<file path="config.mk">
export PLATFORM = sky130hd
export DESIGN_NAME = crrl_front
export DESIGN_NICKNAME = d
export VERILOG_FILES = /design/src/hw/rtl/crrl_pkg.sv /design/src/hw/rtl/crrl_front.sv
export SDC_FILE = /design/constraint.sdc
export NUM_CORES = 1
export LEC_CHECK = 0
export ABC_AREA = 1
export BUFFER_PORTS_ARGS = -buffer_cell sky130_fd_sc_hd__buf_2
export CORE_AREA = 2 2 111 113
export DETAILED_ROUTE_END_ITERATION = 12
export DIE_AREA = 0 0 113 115
export HOLD_SLACK_MARGIN = 0.15
export PLACE_DENSITY = 0.71
export SYNTH_ARGS = -nofsm -noshare
export SYNTH_HDL_FRONTEND = slang
export SYNTH_SLANG_ARGS = --single-unit
</file>
<file path="constraint.sdc">
create_clock -name clk -period 11 [get_ports clk]
set_input_delay 0.55 -clock clk [delete_from_list [all_inputs] [get_ports clk]]
set_output_delay 0.55 -clock clk [all_outputs]
set_load 0.02 [all_outputs]
</file>
<file path="src/hw/rtl/crrl_pkg.sv">
// Chained range remap lookup: shared constants, payload and command types.
// Used by every module of the block; depends on nothing.

package crrl_pkg;

	localparam int NUM_STAGES        = 7;
	localparam int ENTRIES_PER_STAGE = 64;
	localparam int VALUE_BITS        = 32;

	localparam int TOTAL_ENTRIES = NUM_STAGES * ENTRIES_PER_STAGE;
	localparam int ADDR_W        = $clog2(TOTAL_ENTRIES);
	localparam int STAGE_CNT_W   = $clog2(NUM_STAGES + 1);
	localparam int ENT_CNT_W     = $clog2(ENTRIES_PER_STAGE + 1);

	localparam int QUEUE_DEPTH  = 2;
	localparam int QUEUE_PTR_W  = $clog2(QUEUE_DEPTH);
	localparam int QUEUE_CNT_W  = $clog2(QUEUE_DEPTH + 1);

	localparam int STAGE_FIELD_W = 3;
	localparam int SLOT_FIELD_W  = 6;

	typedef enum logic [1:0] {
		OP_WRITE  = 2'd0,
		OP_LOOKUP = 2'd1,
		OP_CLEAR  = 2'd2,
		OP_NONE   = 2'd3
	} opcode_t;

	typedef struct packed {
		opcode_t                   opcode;
		logic [STAGE_FIELD_W-1:0]  stage;
		logic [SLOT_FIELD_W-1:0]   slot;
		logic [VALUE_BITS-1:0]     src_start;
		logic [VALUE_BITS-1:0]     dst_start;
		logic [VALUE_BITS-1:0]     span_length;
		logic [VALUE_BITS-1:0]     key;
	} req_t;

	typedef struct packed {
		logic [VALUE_BITS-1:0] location;
		logic [VALUE_BITS-1:0] min_location;
		logic                  overflowed;
	} rsp_t;

	typedef enum logic [1:0] {
		CMD_WRITE,
		CMD_LOOKUP,
		CMD_CLEAR,
		CMD_NOP
	} cmd_kind_t;

	typedef struct packed {
		logic [VALUE_BITS-1:0] src;
		logic [VALUE_BITS-1:0] dst;
		logic [VALUE_BITS-1:0] span;
	} entry_t;

	typedef struct packed {
		cmd_kind_t             kind;
		logic [ADDR_W-1:0]     addr;
		entry_t                entry;
		logic [VALUE_BITS-1:0] key;
	} cmd_t;

	typedef enum logic [2:0] {
		ST_WIPE,
		ST_IDLE,
		ST_SCAN,
		ST_MAP,
		ST_FINISH
	} state_t;

endpackage

</file>
<file path="src/hw/rtl/crrl_front.sv">
// Front end: accepts request transactions and classifies them into commands.
// Depends on crrl_pkg.

module crrl_front (
	input  logic          clk,
	input  logic          arst_n,
	input  logic          hold,
	input  crrl_pkg::req_t req,
	input  logic          req_valid,
	output logic          req_ready,
	output crrl_pkg::cmd_t cmd,
	output logic          cmd_valid,
	input  logic          cmd_ready
);

	crrl_pkg::cmd_t cmd_d;
	crrl_pkg::cmd_t cmd_s1;
	logic           valid_s1;
	logic           target_ok;
	logic           take;

	assign req_ready = !hold && (!valid_s1 || cmd_ready);
	assign take      = req_valid && req_ready;
	assign cmd       = cmd_s1;
	assign cmd_valid = valid_s1;

	always_comb begin
		target_ok = (int'(req.stage) < crrl_pkg::NUM_STAGES)
			&& (int'(req.slot) < crrl_pkg::ENTRIES_PER_STAGE);
		cmd_d.addr = crrl_pkg::ADDR_W'(int'(req.stage) * crrl_pkg::ENTRIES_PER_STAGE
			+ int'(req.slot));
		cmd_d.entry.src  = req.src_start;
		cmd_d.entry.dst  = req.dst_start;
		cmd_d.entry.span = req.span_length;
		cmd_d.key        = req.key;
		unique case (req.opcode)
			crrl_pkg::OP_WRITE:  cmd_d.kind = target_ok ? crrl_pkg::CMD_WRITE : crrl_pkg::CMD_NOP;
			crrl_pkg::OP_LOOKUP: cmd_d.kind = crrl_pkg::CMD_LOOKUP;
			crrl_pkg::OP_CLEAR:  cmd_d.kind = crrl_pkg::CMD_CLEAR;
			crrl_pkg::OP_NONE:   cmd_d.kind = crrl_pkg::CMD_NOP;
			default:             cmd_d.kind = crrl_pkg::CMD_NOP;
		endcase
	end

	always_ff @(posedge clk or negedge arst_n) begin
		if (!arst_n) begin
			valid_s1 <= 1'b0;
		end else if (take) begin
			valid_s1 <= 1'b1;
		end else if (cmd_ready) begin
			valid_s1 <= 1'b0;
		end
	end

	always_ff @(posedge clk) begin
		if (take) begin
			cmd_s1 <= cmd_d;
		end
	end

endmodule

</file>
==> tab_implementation.tex, run 1 <==
\begin{tabular}{lr}
\hline
Metric & Value \\
\hline
\multicolumn{2}{l}{\textbf{Timing}} \\
Achievable frequency & 564.5 MHz \\
Post-Route Setup TNS & 0 ps \\
Final cycle utilization of the critical path & 0.1610 \\
Final clock skew & 13.46 ps \\
Minimum period implied by the final worst setup slack & 1771 ps \\
RSZ-0062 raised after global routing & no \\
Final-report max-slew violation count & 0 \\
Worst hold slack across all endpoints & 310.9 ps \\
Hold Violations, Final & 0 \\
Slew HR & 0.4128 \\
Least-Margin Pin Slew & 880.8 ps \\
Setup Viol. Count Final & 0 \\
\multicolumn{2}{l}{\textbf{Clock tree}} \\
CTS root buf & sky130\_fd\_sc\_hd\_\_clkbuf\_16 \\
TritonCTS clock tree & yes \\
Clock Pin Slew Worst Setup and Hold Paths & 60 ps \\
Number of cells upsized or downsized after cts & 0 \\
Clock Tree Buf Depth & 2 \\
Clock tree sinks & 140 \\
Deepest level of the CTS H-tree & 4 \\
Clock latency on the worst-skew pair & 410 ps \\
Number of buffers added by the clock tree synthesis step & 17 \\
\multicolumn{2}{l}{\textbf{Layout}} \\
Synth-to-layout area growth & 52.00\% \\
Non-Filler Cell Area, Final & 6477 um\^{}2 \\
Antenna diode count & 0 \\
Fraction of the core area covered by cells at the end of the flow & 0.5484 \\
Ratio of cells with drive above 1 in the final layout & 0.6774 \\
Number of nets at the end of the flow & 599 \\
Fin cells & 615 \\
Number of fillers in the final layout & 966 \\
\multicolumn{2}{l}{\textbf{Route}} \\
Final routed wire length divided by cell count & 15.53 um \\
Number of iterations in the first detailed-routing pass & 8 \\
Wire length reported by the detailed router & 9550 um \\
Total via count in the routed design & 2595 \\
DRT antenna net count & 0 \\
DRC violation count after routing & 19 \\
Number of vias per cell & 4.220 \\
First DRT Iteration DRCs & 168 \\
\multicolumn{2}{l}{\textbf{Outcome}} \\
Violations in the final reports & design-rule violations \\
Run status & finished with violations \\
\multicolumn{2}{l}{\textbf{Run}} \\
Max Cap Violations & 0 \\
\multicolumn{2}{l}{\textbf{Pwr}} \\
Internal Pwr Total & 999.0 uW \\
Part of the total power dissipated in the clock network & 0.439 \\
Net switching power of the design & 260.9 uW \\
Switching power share of the total & 0.2071 \\
Power per Cell Area & 194.5 nW/um\^{}2 \\
Peak supply drop & 0.1243 mV \\
Leakage power total & 0.002752 uW \\
Combinational share of power & 0.069 \\
Power share of the sequential group & 0.492 \\
\multicolumn{2}{l}{\textbf{Global routing}} \\
Global routing usage on met1 & 0.1498 \\
Global-route wire length before repair & 13730 um \\
Initial antenna violation count & 0 \\
Peak-usage layer in the global routing report & met2 \\
Total global routing overflow & 0 \\
Global routing met2 resource utilization & 0.2387 \\
Maximum number of pins on one net before global-route repair & 72 \\
Number of global-route vias before repair & 2710 \\
Met3 GRT Util & 0.07855 \\
Combined global-route utilization of all metal layers & 0.1440 \\
\multicolumn{2}{l}{\textbf{Setup path}} \\
Sort of element at the end of the critical path & flop \\
WS Path Type & reg -> reg \\
Largest fanout of any net on the critical path & 71 \\
Required time reported for the critical path endpoint & 11030 ps \\
WP data arrival & 1800 ps \\
Launching element type of the critical path & flop \\
\multicolumn{2}{l}{\textbf{Die}} \\
Width of the die & 113 um \\
Area of the core & 11810 um\^{}2 \\
Number of top-level design ports & 285 \\
\# rows & 40 \\
Height of the chip & 115 um \\
Overall die area & 13000 um\^{}2 \\
Effective utilization at floorplan & 0.3608 \\
\multicolumn{2}{l}{\textbf{Yosys}} \\
Sequential area share after synthesis & 0.9853 \\
Synthesized netlist net count & 293 \\
Cell type with the largest total area after synthesis & sky130\_fd\_sc\_hd\_\_edfxtp\_1 \\
Avg Cell Area, Syn & 28.60 um\^{}2 \\
Yosys top cell area share & 0.9794 \\
Post-synthesis instance area & 4262 um\^{}2 \\
YS warnings & 0 \\
Number of distinct library cells after synthesis & 8 \\
Biggest area contributors in the synthesized netlist & sky130\_fd\_sc\_hd\_\_edfxtp\_1 98\%, sky130\_fd\_sc\_hd\_\_dfrtp\_1 0.59\%, sky130\_fd\_sc\_hd\_\_o21bai\_4 0.44\%, sky130\_fd\_sc\_hd\_\_o21bai\_1 0.35\%, sky130\_fd\_sc\_hd\_\_inv\_1 0.26\% \\
Number of instances in the synthesized netlist & 149 \\
Synthesis-stage register bit count & 140 \\
\multicolumn{2}{l}{\textbf{Place}} \\
Buffers on Ports & 284 \\
Count of placed standard cells including taps & 582 \\
Instance area after placement & 5887 um\^{}2 \\
Placer's final routability congestion estimate & 0.6992 \\
\multicolumn{2}{l}{\textbf{Hold path}} \\
Worst Hold Class & in -> reg \\
\hline
\end{tabular}
-- cells in the final DEF, fill, tap and decap left out, drive strengths merged --
master / synthesis / layout
clkinvlp: 0 / 2
clkbuf: 0 / 17
o21bai: 3 / 3
clkinv: 0 / 10
dfrtp: 1 / 1
buf: 0 / 286
bufinv: 0 / 3
dlygate4sd3: 0 / 1
nor2: 1 / 1
o22ai: 1 / 1
inv: 3 / 3
edfxtp: 139 / 139
nand3: 1 / 1
-- metal layers --
metal / routed length, um / vias up / part of all wire
met5: 0 / - / 0
met4: 148 / 0 / 0.015
met3: 1183 / 10 / 0.12
met2: 4934 / 166 / 0.52
met1: 3283 / 1202 / 0.34
li1: - / 1217 / -
-- timing repair --
| action | 4_1_cts | 5_1_grt |
|---|---|---|
| setup endpoints to repair | 0 | 0 |
| setup buffers | 0 | 0 |
| endpoints found under the hold margin | 1 | 0 |
| hold buffers | 1 | 0 |
-- critical path: stages (launching register included) --
cell and delay, ps:
sky130_fd_sc_hd__dfrtp_1 380, sky130_fd_sc_hd__inv_1 110, sky130_fd_sc_hd__o21bai_4 80, sky130_fd_sc_hd__nor2_4 80
sky130_fd_sc_hd__buf_4 650
-- per-stage QoR --
step,total power (uW),setup WS (ps)
after floorplan,672.1,6234
after global placement,716.6,9022
after detailed placement,719.6,8965
after CTS,1278,9225
after global routing,1304,9121
final,1260,9229
-- final cells by class --
class	instances	area [um^2]	share of cell area
inverter	3	11.26	0.001738
tap	147	183.9	0.02839
clock buffer	17	425.4	0.06568
timing repair buffer	287	1446	0.2233
clock inverter	15	155.1	0.02395
sequential	140	4199	0.6483
multi-input combinational	6	56.30	0.008692
-- flip-flops by register name (all words and copies together) (netlist names) --
register	count
cmd_valid	1
cmd	139
-- synth_stat cells --
master / n
sky130_fd_sc_hd__dfrtp_1: 1
sky130_fd_sc_hd__o21bai_4: 1
sky130_fd_sc_hd__nor2_2: 1
sky130_fd_sc_hd__o22ai_1: 1
sky130_fd_sc_hd__nand3_1: 1
sky130_fd_sc_hd__inv_1: 3
sky130_fd_sc_hd__o21bai_1: 2
sky130_fd_sc_hd__edfxtp_1: 139
-- power groups by stage --
stage / Clock [uW] / Combinational, uW / Sequential, uW
global route: 588 / 93.9 / 622
CTS: 569 / 89.0 / 620
floorplan: 0 / 9.93 / 662
detailed placement: 0 / 88.5 / 631
finish: 552 / 87.5 / 620
global placement: 0 / 86.3 / 630
-- kinds of logic (layout without fill, tap and decap cells) --
logic type | after synthesis | in the layout | synth area share
AOI/OAI and AO/OA | 4 | 4 | 0.009396
buffers and inverters | 3 | 322 | 0.002642
DFF | 140 | 140 | 0.9853
and+or+nand+nor | 2 | 2 | 0.002642
-- worst paths after layout --
| check | start | to | slack, ps | cells past startpoint |
|---|---|---|---|---|
| setup reg to reg | cmd_valid$_DFFE_PN0P_ | cmd[37]$_DFFE_PP_ | 9230 | 4 |
| hold reg to reg | cmd_valid$_DFFE_PN0P_ | cmd_valid$_DFFE_PN0P_ | 640 | 2 |
| max in group asynchronous | arst_n | cmd_valid$_DFFE_PN0P_ | 10480 | 2 |
| setup / recovery | cmd_valid$_DFFE_PN0P_ | cmd[37]$_DFFE_PP_ | 9230 | 4 |
| min in group asynchronous | arst_n | cmd_valid$_DFFE_PN0P_ | 430 | 2 |
| hold / removal | req[124] | cmd[124]$_DFFE_PP_ | 310 | 1 |
Power figures use the tool's default switching activity.
==> run 2, diff against run 1 <==
--- a/config.mk
+++ b/config.mk
@@ -7,11 +7,11 @@
 export LEC_CHECK = 0
 export ABC_AREA = 1
 export BUFFER_PORTS_ARGS = -buffer_cell sky130_fd_sc_hd__buf_2
-export CORE_AREA = 2 2 111 113
+export CORE_AREA = 2 2 112 114
 export DETAILED_ROUTE_END_ITERATION = 12
-export DIE_AREA = 0 0 113 115
+export DIE_AREA = 0 0 114 116
 export HOLD_SLACK_MARGIN = 0.15
-export PLACE_DENSITY = 0.71
+export PLACE_DENSITY = 0.7
 export SYNTH_ARGS = -nofsm -noshare
 export SYNTH_HDL_FRONTEND = slang
 export SYNTH_SLANG_ARGS = --single-unit
==> constraint.sdc (replaced) <==
create_clock -name clk -period 1.7 [get_ports clk]
set_input_delay 0.085 -clock clk [delete_from_list [all_inputs] [get_ports clk]]
set_output_delay 0.085 -clock clk [all_outputs]
set_load 0.02 [all_outputs]
==> run 2 against run 1 <==
Net effect:
- the run now fails in clock tree synthesis
- synthesized cell count unchanged
- synthesized area unchanged
==> tab_implementation.tex, run 2 <==
\begin{tabular}{lr}
\hline
Metric & Value \\
\hline
\multicolumn{2}{l}{\textbf{Outcome}} \\
First logged error message & [ERROR RSZ-0060] Max buffer count reached. \\
Run status & stopped before the end \\
Fail Step & clock tree synthesis \\
\multicolumn{2}{l}{\textbf{Yosys}} \\
Number of instances in the synthesized netlist & 149 (unchanged) \\
Post-synthesis instance area & 4262 um\^{}2 (unchanged) \\
Share of async-settable or async-resettable flops after synthesis & 0.007143 (unchanged) \\
Number of distinct library cells after synthesis & 8 (unchanged) \\
Post-synth top cells & 139 x sky130\_fd\_sc\_hd\_\_edfxtp\_1, 3 x sky130\_fd\_sc\_hd\_\_inv\_1, 2 x sky130\_fd\_sc\_hd\_\_o21bai\_1 \\
Post-synth top flop & sky130\_fd\_sc\_hd\_\_edfxtp\_1 \\
Sequential area share after synthesis & 0.9853 (unchanged) \\
Cell type with the largest total area after synthesis & sky130\_fd\_sc\_hd\_\_edfxtp\_1 \\
Biggest area contributors in the synthesized netlist & sky130\_fd\_sc\_hd\_\_edfxtp\_1 98\%, sky130\_fd\_sc\_hd\_\_dfrtp\_1 0.59\%, sky130\_fd\_sc\_hd\_\_o21bai\_4 0.44\%, sky130\_fd\_sc\_hd\_\_o21bai\_1 0.35\%, sky130\_fd\_sc\_hd\_\_inv\_1 0.26\% \\
Yosys top cell area share & 0.9794 (unchanged) \\
YS warnings & 0 (unchanged) \\
Synthesis-stage register bit count & 140 (unchanged) \\
Count of flip-flops with a built-in enable after synthesis & 139 (unchanged) \\
Avg Cell Area, Syn & 28.60 um\^{}2 (unchanged) \\
Most frequent cell after synthesis & sky130\_fd\_sc\_hd\_\_edfxtp\_1 \\
Synthesized netlist net count & 293 (unchanged) \\
\multicolumn{2}{l}{\textbf{Place}} \\
Placer's final routability congestion estimate & 0.7253 (+3.7\%) \\
Pre-CTS setup slack & 256.9 ps (-8708 ps) \\
Buffers on Ports & 284 (unchanged) \\
Hpwl dp & 7421 um \\
Instance area after placement & 5913 um\^{}2 (+0.45\%) \\
\multicolumn{2}{l}{\textbf{Clock tree}} \\
Number of cells upsized or downsized after cts & 0 (unchanged) \\
Hold buffer count at cts & 124 (+123) \\
Number of setup buffers added after CTS & 0 (unchanged) \\
Deepest level of the CTS H-tree & 4 (unchanged) \\
Number of buffers added by the clock tree synthesis step & 17 (unchanged) \\
CTS root buf & sky130\_fd\_sc\_hd\_\_clkbuf\_16 \\
Clock tree sinks & 140 (unchanged) \\
Clock Tree Buf Depth & 2 (unchanged) \\
\multicolumn{2}{l}{\textbf{Die}} \\
Height of the chip & 116 um (+0.87\%) \\
\# rows & 40 (unchanged) \\
Width of the die & 114 um (+0.88\%) \\
Number of top-level design ports & 285 (unchanged) \\
Effective utilization at floorplan & 0.3578 (-0.003032) \\
\hline
\end{tabular}
## run 2: logic make-up after synthesis
family                 synth area share
flip-flops                       0.9853
AO/OA/AOI/OAI                  0.009396
buffers and inverters          0.002642
AND/OR/NAND/NOR                0.002642
## run 2: through the flow
stage,util,std cells,hold WS [ps]
floorplan,-,149,-210.6
global placement,0.4964,582,-129.6
detailed placement,0.4964,582,-125.6
==> run 3, diff against run 2 <==
--- a/config.mk
+++ b/config.mk
@@ -7,11 +7,10 @@
 export LEC_CHECK = 0
 export ABC_AREA = 1
 export BUFFER_PORTS_ARGS = -buffer_cell sky130_fd_sc_hd__buf_2
-export CORE_AREA = 2 2 112 114
+export CORE_AREA = 2 2 110 112
 export DETAILED_ROUTE_END_ITERATION = 12
-export DIE_AREA = 0 0 114 116
-export HOLD_SLACK_MARGIN = 0.15
-export PLACE_DENSITY = 0.7
+export DIE_AREA = 0 0 112 114
+export PLACE_DENSITY_LB_ADDON = 0.15
 export SYNTH_ARGS = -nofsm -noshare
 export SYNTH_HDL_FRONTEND = slang
 export SYNTH_SLANG_ARGS = --single-unit
==> run 3 against run 2 <==
Net effect:
- the run again fails in clock tree synthesis
- synthesized cell count unchanged
- synthesized area is the same
==> tab_implementation.tex, run 3 <==
\begin{tabular}{lr}
\hline
Metric & Value \\
\hline
\multicolumn{2}{l}{\textbf{Place}} \\
Hpwl dp & 7494 um (+0.99\%) \\
Pre-CTS setup slack & 269.8 ps (+12.90 ps) \\
Placer's final routability congestion estimate & 0.7738 (+6.7\%) \\
Buffers on Ports & 284 (unchanged) \\
\multicolumn{2}{l}{\textbf{Clock tree}} \\
Number of buffers added by the clock tree synthesis step & 17 (unchanged) \\
Hold buffer count at cts & 124 (unchanged) \\
Clock tree sinks & 140 (unchanged) \\
Number of setup buffers added after CTS & 0 (unchanged) \\
Deepest level of the CTS H-tree & 4 (unchanged) \\
CTS root buf & sky130\_fd\_sc\_hd\_\_clkbuf\_16 \\
Clock Tree Buf Depth & 2 (unchanged) \\
Number of cells upsized or downsized after cts & 0 (unchanged) \\
\multicolumn{2}{l}{\textbf{Yosys}} \\
Post-synth top cells & 139 x sky130\_fd\_sc\_hd\_\_edfxtp\_1, 3 x sky130\_fd\_sc\_hd\_\_inv\_1, 2 x sky130\_fd\_sc\_hd\_\_o21bai\_1 \\
Number of distinct library cells after synthesis & 8 (unchanged) \\
Cell type with the largest total area after synthesis & sky130\_fd\_sc\_hd\_\_edfxtp\_1 \\
Synthesis-stage register bit count & 140 (unchanged) \\
Biggest area contributors in the synthesized netlist & sky130\_fd\_sc\_hd\_\_edfxtp\_1 98\%, sky130\_fd\_sc\_hd\_\_dfrtp\_1 0.59\%, sky130\_fd\_sc\_hd\_\_o21bai\_4 0.44\%, sky130\_fd\_sc\_hd\_\_o21bai\_1 0.35\%, sky130\_fd\_sc\_hd\_\_inv\_1 0.26\% \\
Number of instances in the synthesized netlist & 149 (unchanged) \\
Count of flip-flops with a built-in enable after synthesis & 139 (unchanged) \\
Most frequent cell after synthesis & sky130\_fd\_sc\_hd\_\_edfxtp\_1 \\
Sequential area share after synthesis & 0.9853 (unchanged) \\
Share of async-settable or async-resettable flops after synthesis & 0.007143 (unchanged) \\
Post-synth top flop & sky130\_fd\_sc\_hd\_\_edfxtp\_1 \\
Synthesized netlist net count & 293 (unchanged) \\
YS warnings & 0 (unchanged) \\
Post-synthesis instance area & 4262 um\^{}2 (unchanged) \\
Avg Cell Area, Syn & 28.60 um\^{}2 (unchanged) \\
Yosys top cell area share & 0.9794 (unchanged) \\
\multicolumn{2}{l}{\textbf{Die}} \\
Height of the chip & 114 um (-1.7\%) \\
\# rows & 40 (unchanged) \\
Number of top-level design ports & 285 (unchanged) \\
Effective utilization at floorplan & 0.3639 (+0.006116) \\
Width of the die & 112 um (-1.8\%) \\
\multicolumn{2}{l}{\textbf{Outcome}} \\
Fail Step & clock tree synthesis \\
Run status & stopped before the end \\
First logged error message & [ERROR RSZ-0060] Max buffer count reached. \\
\hline
\end{tabular}
-- run 3: kinds of logic after synthesis --
| group | after synthesis | share of synthesized area |
|---|---|---|
| buffers and inverters | 3 | 0.002642 |
| DFF | 140 | 0.9853 |
| AOI/OAI and AO/OA | 4 | 0.009396 |
| and+or+nand+nor | 2 | 0.002642 |
-- run 3: per-stage QoR --
| stage | instance area, um^2 | hold WS [ps] | cells |
|---|---|---|---|
| 2_1_floorplan | 4268 | -210.6 | 149 |
| 3_3_place_gp | 5973 | -140.0 | 585 |
| 3_5_place_dp | 5973 | -139.4 | 585 |
